$ cat src/rtl/core/idrc_pkg.sv
// ----------------------------------------------------------------------------
// idrc_pkg
// Types, constants and helper functions of the ID resistor classifier.
// ----------------------------------------------------------------------------
`timescale 1ns / 1ps

package idrc_pkg;

  localparam int SAMPLES_PER_BATCH = 5;
  localparam int SAMPLE_W          = 21;
  localparam int CLASS_W           = 3;
  localparam int JIG_W             = 2;
  localparam int NUM_THR           = 6;
  localparam int CFG_IDX_W         = 3;

  localparam int CNT_W = $clog2(SAMPLES_PER_BATCH);
  localparam int KEEP  = SAMPLES_PER_BATCH - 2;
  localparam int SUM_W = SAMPLE_W + $clog2(KEEP);

  // divide by KEEP as multiply by rounded-up reciprocal; exact for sum < 2^SUM_W
  localparam int DIV_SHIFT = SUM_W + 2;
  localparam int RECIP_W   = DIV_SHIFT + 1;
  localparam logic [RECIP_W-1:0] RECIP =
    RECIP_W'(((64'd1 << DIV_SHIFT) + 64'(KEEP) - 64'd1) / 64'(KEEP));
  localparam int PROD_W = SUM_W + RECIP_W;

  // register indexes
  localparam logic [CFG_IDX_W-1:0] CFG_THR_56K  = 3'd0;
  localparam logic [CFG_IDX_W-1:0] CFG_THR_255K = 3'd1;
  localparam logic [CFG_IDX_W-1:0] CFG_THR_301K = 3'd2;
  localparam logic [CFG_IDX_W-1:0] CFG_THR_523K = 3'd3;
  localparam logic [CFG_IDX_W-1:0] CFG_THR_619K = 3'd4;
  localparam logic [CFG_IDX_W-1:0] CFG_THR_OPEN = 3'd5;
  localparam logic [CFG_IDX_W-1:0] CFG_FACTORY  = 3'd6;

  // classes
  localparam logic [CLASS_W-1:0] CLS_GND  = 3'd0;
  localparam logic [CLASS_W-1:0] CLS_56K  = 3'd1;
  localparam logic [CLASS_W-1:0] CLS_255K = 3'd2;
  localparam logic [CLASS_W-1:0] CLS_301K = 3'd3;
  localparam logic [CLASS_W-1:0] CLS_523K = 3'd4;
  localparam logic [CLASS_W-1:0] CLS_619K = 3'd5;
  localparam logic [CLASS_W-1:0] CLS_OPEN = 3'd6;

  // jig line actions
  localparam logic [JIG_W-1:0] JIG_LEAVE = 2'd0;
  localparam logic [JIG_W-1:0] JIG_LOW   = 2'd1;
  localparam logic [JIG_W-1:0] JIG_HIGH  = 2'd2;

  typedef logic [NUM_THR-1:0][SAMPLE_W-1:0] thr_arr_t;

  localparam thr_arr_t THR_RESET = {
    21'd750000, 21'd390000, 21'd290000, 21'd210000, 21'd100000, 21'd30000
  };

  typedef struct packed {
    logic [SAMPLE_W-1:0] sample_uv;
    logic                read_error;
  } in_t;

  typedef struct packed {
    logic [SAMPLE_W-1:0] average_uv;
    logic [CLASS_W-1:0]  id_class;
    logic [JIG_W-1:0]    jig_action;
    logic                read_failed;
  } out_t;

  typedef struct packed {
    logic store_wr;
    logic cnt_clr;
    logic cnt_inc;
    logic scan_init;
    logic scan_step;
    logic sum_step;
    logic mul_en;
    logic load_res;
    logic load_err;
  } cmd_t;

  typedef struct packed {
    logic cnt_last;
    logic idx_last;
  } sts_t;

  typedef enum logic [2:0] {
    ST_IDLE,
    ST_ERR,
    ST_SCAN,
    ST_SUM,
    ST_MUL,
    ST_FIN
  } state_e;

  // first threshold the average is below, open if none
  function automatic logic [CLASS_W-1:0] classify(input logic [SAMPLE_W-1:0] avg,
                                                  input thr_arr_t thr);
    logic [CLASS_W-1:0] cls;
    logic               hit;
    cls = CLS_OPEN;
    hit = 1'b0;
    for (int c = 0; c < NUM_THR; c++) begin
      if (!hit && (avg < thr[c])) begin
        cls = CLASS_W'(c);
        hit = 1'b1;
      end
    end
    return cls;
  endfunction

  function automatic logic [JIG_W-1:0] jig_for(input logic [CLASS_W-1:0] cls,
                                               input logic factory);
    logic [JIG_W-1:0] jig;
    jig = JIG_LEAVE;
    if ((cls == CLS_301K) || (cls == CLS_619K)) begin
      jig = JIG_LOW;
    end else if ((cls == CLS_523K) && factory) begin
      jig = JIG_HIGH;
    end
    return jig;
  endfunction

endpackage

$ cat src/rtl/core/idrc_ctrl.sv
// ----------------------------------------------------------------------------
// idrc_ctrl
// Sequencer: batch intake, min/max scan, trimmed sum, divide, result handoff.
// ----------------------------------------------------------------------------
`timescale 1ns / 1ps

module idrc_ctrl (
  input  logic          clk_i,
  input  logic          rst_ni,
  input  logic          in_valid_i,
  input  logic          in_error_i,
  output logic          in_stall_o,
  output logic          out_valid_o,
  input  logic          out_stall_i,
  input  idrc_pkg::sts_t sts_i,
  output idrc_pkg::cmd_t cmd_o
);
  import idrc_pkg::*;

  state_e state_q, state_d;
  logic   out_valid_q, out_valid_d;
  logic   in_acc;
  logic   out_free;

  assign in_stall_o  = (state_q != ST_IDLE);
  assign in_acc      = in_valid_i && !in_stall_o;
  assign out_free    = !out_valid_q || !out_stall_i;
  assign out_valid_o = out_valid_q;

  always_comb begin
    state_d = state_q;
    unique case (state_q)
      ST_IDLE: begin
        if (in_acc) begin
          if (in_error_i) begin
            if (!out_free) state_d = ST_ERR;
          end else if (sts_i.cnt_last) begin
            state_d = ST_SCAN;
          end
        end
      end
      ST_ERR:  if (out_free) state_d = ST_IDLE;
      ST_SCAN: if (sts_i.idx_last) state_d = ST_SUM;
      ST_SUM:  if (sts_i.idx_last) state_d = ST_MUL;
      ST_MUL:  state_d = ST_FIN;
      ST_FIN:  if (out_free) state_d = ST_IDLE;
      default: state_d = ST_IDLE;
    endcase
  end

  always_comb begin
    cmd_o = '0;
    unique case (state_q)
      ST_IDLE: begin
        if (in_acc) begin
          if (in_error_i) begin
            cmd_o.cnt_clr  = 1'b1;
            cmd_o.load_err = out_free;
          end else begin
            cmd_o.store_wr = 1'b1;
            if (sts_i.cnt_last) begin
              cmd_o.cnt_clr   = 1'b1;
              cmd_o.scan_init = 1'b1;
            end else begin
              cmd_o.cnt_inc = 1'b1;
            end
          end
        end
      end
      ST_ERR:  cmd_o.load_err  = out_free;
      ST_SCAN: cmd_o.scan_step = 1'b1;
      ST_SUM:  cmd_o.sum_step  = 1'b1;
      ST_MUL:  cmd_o.mul_en    = 1'b1;
      ST_FIN:  cmd_o.load_res  = out_free;
      default: cmd_o = '0;
    endcase
  end

  always_comb begin
    out_valid_d = out_valid_q;
    if (cmd_o.load_err || cmd_o.load_res) begin
      out_valid_d = 1'b1;
    end else if (out_valid_q && !out_stall_i) begin
      out_valid_d = 1'b0;
    end
  end

  always_ff @(posedge clk_i or negedge rst_ni) begin
    if (!rst_ni) begin
      state_q     <= ST_IDLE;
      out_valid_q <= 1'b0;
    end else begin
      state_q     <= state_d;
      out_valid_q <= out_valid_d;
    end
  end

endmodule

$ cat src/rtl/core/idrc_dp.sv
// ----------------------------------------------------------------------------
// idrc_dp
// Sample store, config registers, min/max scan, sum, reciprocal divide,
// classification and the output register.
// ----------------------------------------------------------------------------
`timescale 1ns / 1ps

module idrc_dp (
  input  logic                          clk_i,
  input  logic                          rst_ni,
  input  logic                          cfg_we_i,
  input  logic [idrc_pkg::CFG_IDX_W-1:0] cfg_idx_i,
  input  logic [idrc_pkg::SAMPLE_W-1:0]  cfg_wdata_i,
  input  logic [idrc_pkg::SAMPLE_W-1:0]  sample_i,
  input  idrc_pkg::cmd_t                 cmd_i,
  output idrc_pkg::sts_t                 sts_o,
  output idrc_pkg::out_t                 res_o
);
  import idrc_pkg::*;

  thr_arr_t            thr_q;
  logic                factory_q;
  logic [SAMPLE_W-1:0] store_q [SAMPLES_PER_BATCH];
  logic [CNT_W-1:0]    cnt_q, cnt_d;
  logic [CNT_W-1:0]    idx_q, idx_d;
  logic [CNT_W-1:0]    lo_idx_q, hi_idx_q;
  logic [SAMPLE_W-1:0] lo_q, hi_q;
  logic [SUM_W-1:0]    sum_q;
  logic [PROD_W-1:0]   prod_q;
  out_t                res_q;
  logic [SAMPLE_W-1:0] rd_val;
  logic [SAMPLE_W-1:0] avg;
  logic [CLASS_W-1:0]  cls;

  localparam logic [CNT_W-1:0] LAST = CNT_W'(SAMPLES_PER_BATCH - 1);

  assign rd_val       = store_q[idx_q];
  assign sts_o.cnt_last = (cnt_q == LAST);
  assign sts_o.idx_last = (idx_q == LAST);
  assign avg          = prod_q[DIV_SHIFT +: SAMPLE_W];
  assign cls          = classify(avg, thr_q);
  assign res_o        = res_q;

  always_comb begin
    cnt_d = cnt_q;
    if (cmd_i.cnt_clr) begin
      cnt_d = '0;
    end else if (cmd_i.cnt_inc) begin
      cnt_d = cnt_q + CNT_W'(1);
    end
  end

  always_comb begin
    idx_d = idx_q;
    if (cmd_i.scan_init) begin
      idx_d = CNT_W'(1);
    end else if (cmd_i.scan_step || cmd_i.sum_step) begin
      idx_d = sts_o.idx_last ? '0 : idx_q + CNT_W'(1);
    end
  end

  always_ff @(posedge clk_i or negedge rst_ni) begin
    if (!rst_ni) begin
      thr_q     <= THR_RESET;
      factory_q <= 1'b0;
      cnt_q     <= '0;
      idx_q     <= '0;
    end else begin
      if (cfg_we_i) begin
        if (cfg_idx_i < CFG_FACTORY) begin
          thr_q[cfg_idx_i] <= cfg_wdata_i;
        end else if (cfg_idx_i == CFG_FACTORY) begin
          factory_q <= cfg_wdata_i[0];
        end
      end
      cnt_q <= cnt_d;
      idx_q <= idx_d;
    end
  end

  always_ff @(posedge clk_i) begin
    if (cmd_i.store_wr) begin
      store_q[cnt_q] <= sample_i;
    end
    if (cmd_i.scan_init) begin
      lo_q     <= store_q[0];
      hi_q     <= store_q[0];
      lo_idx_q <= '0;
      hi_idx_q <= '0;
      sum_q    <= '0;
    end else if (cmd_i.scan_step) begin
      if (rd_val < lo_q) begin
        lo_q     <= rd_val;
        lo_idx_q <= idx_q;
      end else if (rd_val >= hi_q) begin
        hi_q     <= rd_val;
        hi_idx_q <= idx_q;
      end
    end else if (cmd_i.sum_step) begin
      if ((idx_q != lo_idx_q) && (idx_q != hi_idx_q)) begin
        sum_q <= sum_q + SUM_W'(rd_val);
      end
    end
    if (cmd_i.mul_en) begin
      prod_q <= PROD_W'(sum_q) * PROD_W'(RECIP);
    end
    if (cmd_i.load_err) begin
      res_q.average_uv  <= '0;
      res_q.id_class    <= CLS_GND;
      res_q.jig_action  <= JIG_LEAVE;
      res_q.read_failed <= 1'b1;
    end else if (cmd_i.load_res) begin
      res_q.average_uv  <= avg;
      res_q.id_class    <= cls;
      res_q.jig_action  <= jig_for(cls, factory_q);
      res_q.read_failed <= 1'b0;
    end
  end

endmodule

$ cat src/rtl/core/id_resistor_trimmed_mean_classifier.sv
// ----------------------------------------------------------------------------
// id_resistor_trimmed_mean_classifier
// Five-sample trimmed-mean ID resistor classifier with jig-line action.
// ----------------------------------------------------------------------------
// Input channel in_valid_i/in_stall_o carries one ADC reading (microvolts)
// and a read-error flag per transaction. Output channel out_valid_o/
// out_stall_i carries average, class, jig action and a read-failed flag.
// Thresholds and factory mode are written through cfg_we_i/cfg_idx_i/
// cfg_wdata_i while the block is idle: a rule for the user that the block
// itself does not enforce. A sample that does not complete the batch is
// stored and gives no result. The fifth sample starts the sequencer: a
// min/max scan and a trimmed sum over the store read port, one reciprocal
// multiply, then classification into the output register once that is
// free, the input stalled meanwhile. A read error discards the batch and
// loads its result into the output register once that is free. The
// output register lets new samples enter while a result waits; a pending
// read-error or final result holds the input stalled until the receiver
// takes the previous one. Reset restores the default thresholds, clears
// factory mode and empties the batch and the output.
// ----------------------------------------------------------------------------
`timescale 1ns / 1ps

module id_resistor_trimmed_mean_classifier (
  input  logic                          clk_i,
  input  logic                          rst_ni,
  input  logic                          cfg_we_i,
  input  logic [idrc_pkg::CFG_IDX_W-1:0] cfg_idx_i,
  input  logic [idrc_pkg::SAMPLE_W-1:0]  cfg_wdata_i,
  input  logic                          in_valid_i,
  output logic                          in_stall_o,
  input  idrc_pkg::in_t                  in_data_i,
  output logic                          out_valid_o,
  input  logic                          out_stall_i,
  output idrc_pkg::out_t                 out_data_o
);
  import idrc_pkg::*;

  cmd_t cmd;
  sts_t sts;

  idrc_ctrl u_ctrl (
    .clk_i       (clk_i),
    .rst_ni      (rst_ni),
    .in_valid_i  (in_valid_i),
    .in_error_i  (in_data_i.read_error),
    .in_stall_o  (in_stall_o),
    .out_valid_o (out_valid_o),
    .out_stall_i (out_stall_i),
    .sts_i       (sts),
    .cmd_o       (cmd)
  );

  idrc_dp u_dp (
    .clk_i       (clk_i),
    .rst_ni      (rst_ni),
    .cfg_we_i    (cfg_we_i),
    .cfg_idx_i   (cfg_idx_i),
    .cfg_wdata_i (cfg_wdata_i),
    .sample_i    (in_data_i.sample_uv),
    .cmd_i       (cmd),
    .sts_o       (sts),
    .res_o       (out_data_o)
  );

endmodule

$ cat config.mk
export PLATFORM = sky130hd
export DESIGN_NAME = id_resistor_trimmed_mean_classifier
export DESIGN_NICKNAME = d
export VERILOG_FILES = /design/src/rtl/core/idrc_pkg.sv /design/src/rtl/core/idrc_ctrl.sv /design/src/rtl/core/idrc_dp.sv /design/src/rtl/core/id_resistor_trimmed_mean_classifier.sv
export SDC_FILE = /design/constraint.sdc
export NUM_CORES = 1
export LEC_CHECK = 0
export BUFFER_PORTS_ARGS = -buffer_cell sky130_fd_sc_hd__buf_2
export CAP_MARGIN = 10
export CORE_MARGIN = 2
export CORE_UTILIZATION = 40
export DETAILED_ROUTE_END_ITERATION = 12
export HOLD_SLACK_MARGIN = 0.05
export PLACE_DENSITY_LB_ADDON = 0.08
export SLEW_MARGIN = 30
export SYNTH_ARGS = -nofsm -noshare
export SYNTH_HDL_FRONTEND = slang
export SYNTH_SLANG_ARGS = --single-unit
$ cat constraint.sdc
create_clock -name clk_i -period 16.05 [get_ports clk_i]
set_input_delay 1.605 -clock clk_i [delete_from_list [all_inputs] [get_ports clk_i]]
set_output_delay 1.605 -clock clk_i [all_outputs]
set_load 0.02 [all_outputs]
==> flow_results.xml <==
<?xml version="1.0" encoding="UTF-8"?>
<metrics>
  <group name="clocking">
    <metric name="clk_path_buf_depth" unit="">3</metric>
    <metric name="cts_post_setup_buffers_inserted" unit="">0</metric>
    <metric name="cts.hold.buffers_added" unit="">0</metric>
    <metric name="tritoncts.num_buffers" unit="">45</metric>
    <metric name="worst_skew_pair.late_latency" unit="ns">0.60</metric>
    <metric name="cts_tree" unit="">yes</metric>
    <metric name="path_clk_slew" unit="ns">0.06</metric>
    <metric name="clock_tree.root_cell" unit="">clkbuf_16</metric>
    <metric name="htree_levels" unit="">2</metric>
    <metric name="cts.sink_count" unit="">361</metric>
    <metric name="cts_resized" unit="">0</metric>
  </group>
  <group name="synth">
    <metric name="ys_top_cells_by_area" unit="">edfxtp_1 (20%), ha_1 (18%), fa_1 (11%), dfrtp_1 (8.8%), inv_1 (6.0%)</metric>
    <metric name="ys.flop_type" unit="">edfxtp_1</metric>
    <metric name="netlist_instances" unit="">2314</metric>
    <metric name="synthArstFlopShare" unit="">0.3795</metric>
    <metric name="ys_seq_elements" unit="">361</metric>
    <metric name="synth.distinct_cells" unit="">63</metric>
    <metric name="syn_area" unit="mm^2">0.02511</metric>
    <metric name="synth_commonest_cells" unit="">inv_1 (402), ha_1 (367), nand2_1 (199)</metric>
    <metric name="synth-seq-area-share" unit="">0.3846</metric>
    <metric name="avg_synthesized_cell_area" unit="um^2">10.85</metric>
    <metric name="synth_top_area_cell" unit="">edfxtp_1</metric>
    <metric name="yosysMostFrequentCell" unit="">inv_1</metric>
    <metric name="synth_edf_count" unit="">168</metric>
    <metric name="synth.top_cell.area_share" unit="">0.2009</metric>
    <metric name="yosysWarningCount" unit="">0</metric>
    <metric name="synth.net_count" unit="">2872</metric>
  </group>
  <group name="route">
    <metric name="post-route-drc-count" unit="">0</metric>
    <metric name="drt-pass1-iter-count" unit="">4</metric>
    <metric name="1st_iter_drt_viols" unit="">651</metric>
    <metric name="route.vias.total" unit="">16550</metric>
    <metric name="vias_per_cell" unit="">5.035</metric>
    <metric name="route.detailed.wl_per_inst" unit="um">18.29</metric>
    <metric name="final_antenna_net_count" unit="">0</metric>
    <metric name="wl_final" unit="um">60100</metric>
  </group>
  <group name="worst_setup_path">
    <metric name="criticalPathCategory" unit="">register to register</metric>
    <metric name="worst-r2r-cell-count" unit="">21</metric>
    <metric name="timing.critical_path.fanout_max" unit="">5</metric>
    <metric name="worst_setup_path_end_kind" unit="">register</metric>
    <metric name="timing.critical_path.required" unit="ns">16.36</metric>
    <metric name="timing.critical_path.from_type" unit="">register</metric>
    <metric name="arrival_time_at_the_worst_endpoint" unit="ns">7.08</metric>
  </group>
  <group name="timing">
    <metric name="skew" unit="ns">0.04622</metric>
    <metric name="slew_headroom" unit="">0.4574</metric>
    <metric name="rsz0062_at_grt" unit="">no</metric>
    <metric name="worst_margin_slew" unit="ns">0.8090</metric>
    <metric name="min_period_over_period" unit="">0.4217</metric>
    <metric name="finalSetupViolCount" unit="">0</metric>
    <metric name="final.min_clock_period" unit="ns">6.768</metric>
    <metric name="count_of_final_hold_check_violations" unit="">0</metric>
    <metric name="slew_viol_final" unit="">0</metric>
    <metric name="fmaxAchievable" unit="GHz">0.1478</metric>
    <metric name="fin_setup_tns" unit="ns">0</metric>
  </group>
  <group name="hold_path">
    <metric name="hold-path-cell-count" unit="">2</metric>
    <metric name="hold_class" unit="">register to register</metric>
  </group>
  <group name="floorplanning">
    <metric name="fp-row-count" unit="">91</metric>
    <metric name="die_area" unit="mm^2">0.06479</metric>
    <metric name="floorplan.die.height" unit="um">254.5</metric>
    <metric name="floorplan.initialDensity" unit="">0.4054</metric>
    <metric name="coreArea" unit="mm^2">0.06194</metric>
    <metric name="die_width" unit="um">254.5</metric>
    <metric name="floorplan.io_pins" unit="">80</metric>
  </group>
  <group name="cells_and_area">
    <metric name="final_layout_size_suffix_gt1_frac" unit="">0.1363</metric>
    <metric name="final_nets" unit="">2971</metric>
    <metric name="multi_input_comb_area" unit="mm^2">0.01380</metric>
    <metric name="filler_instances" unit="">5878</metric>
    <metric name="ff_latch_area" unit="mm^2">0.009656</metric>
    <metric name="antenna_cells_inserted" unit="">0</metric>
    <metric name="areaGrowthSynthToFinish" unit="%">12.27</metric>
  </group>
  <group name="global_routing">
    <metric name="antenna_violations_before_repair" unit="">0</metric>
    <metric name="vias_in_the_first_global_route" unit="">17080</metric>
    <metric name="overflow" unit="">0</metric>
    <metric name="grt_start_max_net_pins" unit="">80</metric>
    <metric name="grt_pass1_wl" unit="um">95770</metric>
    <metric name="groute.usage.overall" unit="">0.1904</metric>
  </group>
  <group name="placement">
    <metric name="dp_hpwl" unit="um">45230</metric>
    <metric name="finalWeightedCongestion" unit="">0.8731</metric>
    <metric name="total_of_buffers_placed_on_input_and_output_ports" unit="">79</metric>
  </group>
  <group name="run">
    <metric name="maxCapViolCount" unit="">0</metric>
  </group>
  <group name="run_status">
    <metric name="run_status" unit="">completed</metric>
  </group>
</metrics>
-- layer usage --
layer / GRT usage / vias to the layer above / part of all wire
met5: 0 / - / 0
met3: 0.02807 / 53 / 0.037
li1: - / 8166 / -
met1: 0.2544 / 8129 / 0.46
met4: 0.04060 / 0 / 0.017
met2: 0.3281 / 203 / 0.48
-- critical path, cell delays in order, from the launching register on --
cell     delay, ns
dfxtp_1       0.43
ha_1          0.31
fa_1          0.54
fa_1          0.62
inv_1         0.12
fa_1          0.55
inv_1         0.13
fa_1          0.56
inv_1         0.05
fa_1          0.53
inv_1         0.06
fa_1          0.47
ha_1          0.38
nand2_1       0.08
o21a_1        0.18
o211a_1       0.12
o21a_1        0.16
o31a_1        0.32
o311a_1       0.40
a21oi_1       0.22
a21oi_1       0.11
xnor2_1       0.12
-- worst paths after layout --
path                                              from                         end  slack [ns]
min in group asynchronous                       rst_ni  u_dp.thr_q[49]$_DFFE_PN0P_        1.05
max reg2reg                u_dp.sum_q[19]$_SDFFE_PP0P_   u_dp.prod_q[41]$_DFFE_PN_        9.28
max in group asynchronous                       rst_ni  u_dp.thr_q[45]$_DFFE_PN0P_       13.74
max                        u_dp.sum_q[19]$_SDFFE_PP0P_   u_dp.prod_q[41]$_DFFE_PN_        9.28
min                         u_dp.res_o[5]$_SDFFE_PP0P_  u_dp.res_o[5]$_SDFFE_PP0P_        0.45
min reg2reg                 u_dp.res_o[5]$_SDFFE_PP0P_  u_dp.res_o[5]$_SDFFE_PP0P_        0.45
-- state kept, by name, indices dropped and copies added, names as in the netlist, 3 cells and up --
| register | cells |
|---|---|
| u_ctrl.state_q | 3 |
| u_dp.cnt_q | 3 |
| u_dp.hi_idx_q | 3 |
| u_dp.hi_q | 21 |
| u_dp.idx_q | 3 |
| u_dp.lo_idx_q | 3 |
| u_dp.lo_q | 21 |
| u_dp.prod_q | 21 |
| u_dp.res_o | 27 |
| u_dp.store_q | 105 |
| u_dp.sum_q | 23 |
| u_dp.thr_q | 126 |
-- logic make-up (layout without fill, tap and decap cells) --
logic type | after synthesis | in the layout | share of synthesized area
buffers and inverters | 453 | 589 | 0.06802
AO/OA/AOI/OAI | 416 | 416 | 0.1043
multiplexers | 104 | 104 | 0.05526
XOR/XNOR | 48 | 48 | 0.01674
flip-flops | 361 | 361 | 0.3846
adder cells (fa/ha/maj) | 507 | 507 | 0.2945
AND/OR/NAND/NOR | 425 | 425 | 0.07664
-- final cells by class --
| class | instances | area share |
|---|---|---|
| multi-input cells | 1500 | 0.4897 |
| flip-flops and latches | 361 | 0.3425 |
| inverters | 402 | 0.05353 |
| clock buffers | 69 | 0.04731 |
| well taps | 837 | 0.03715 |
| repair buffers | 103 | 0.02064 |
| clock inverters | 15 | 0.009188 |
-- through the flow --
stage	hold WS (ns)	worst slack [ns]	util	instance area (um^2)	instances
6_report	0.4467	9.282	0.4551	28190	3287
5_1_grt	0.4668	8.829	0.4551	28190	3287
4_1_cts	0.4492	9.227	0.4551	28190	3287
3_5_place_dp	0.4398	9.268	0.4294	26600	3203
3_3_place_gp	0.4326	9.299	0.4294	26590	3203
2_1_floorplan	0.4727	9.703	-	25110	2314
-- placed cells by master (no fill, tap or decap), types with 17 or more instances in the layout --
master / instances
inv_1: 402
ha_1: 367
nand2_1: 198
edfxtp_1: 168
fa_1: 140
o21ai_0: 132
a21oi_1: 100
dfrtp_1: 88
nor2_1: 87
buf_2: 78
mux2_2: 67
a21o_1: 57
dfxtp_1: 56
dfstp_2: 49
clkbuf_16: 45
xnor2_1: 38
nand3_1: 27
nand4_1: 24
buf_4: 24
a22o_1: 22
mux4_2: 21
o21a_1: 18
nor3_1: 17
Power is not shown: default switching activity piles up to over one toggle a cycle in this logic, so the estimate is an artifact.
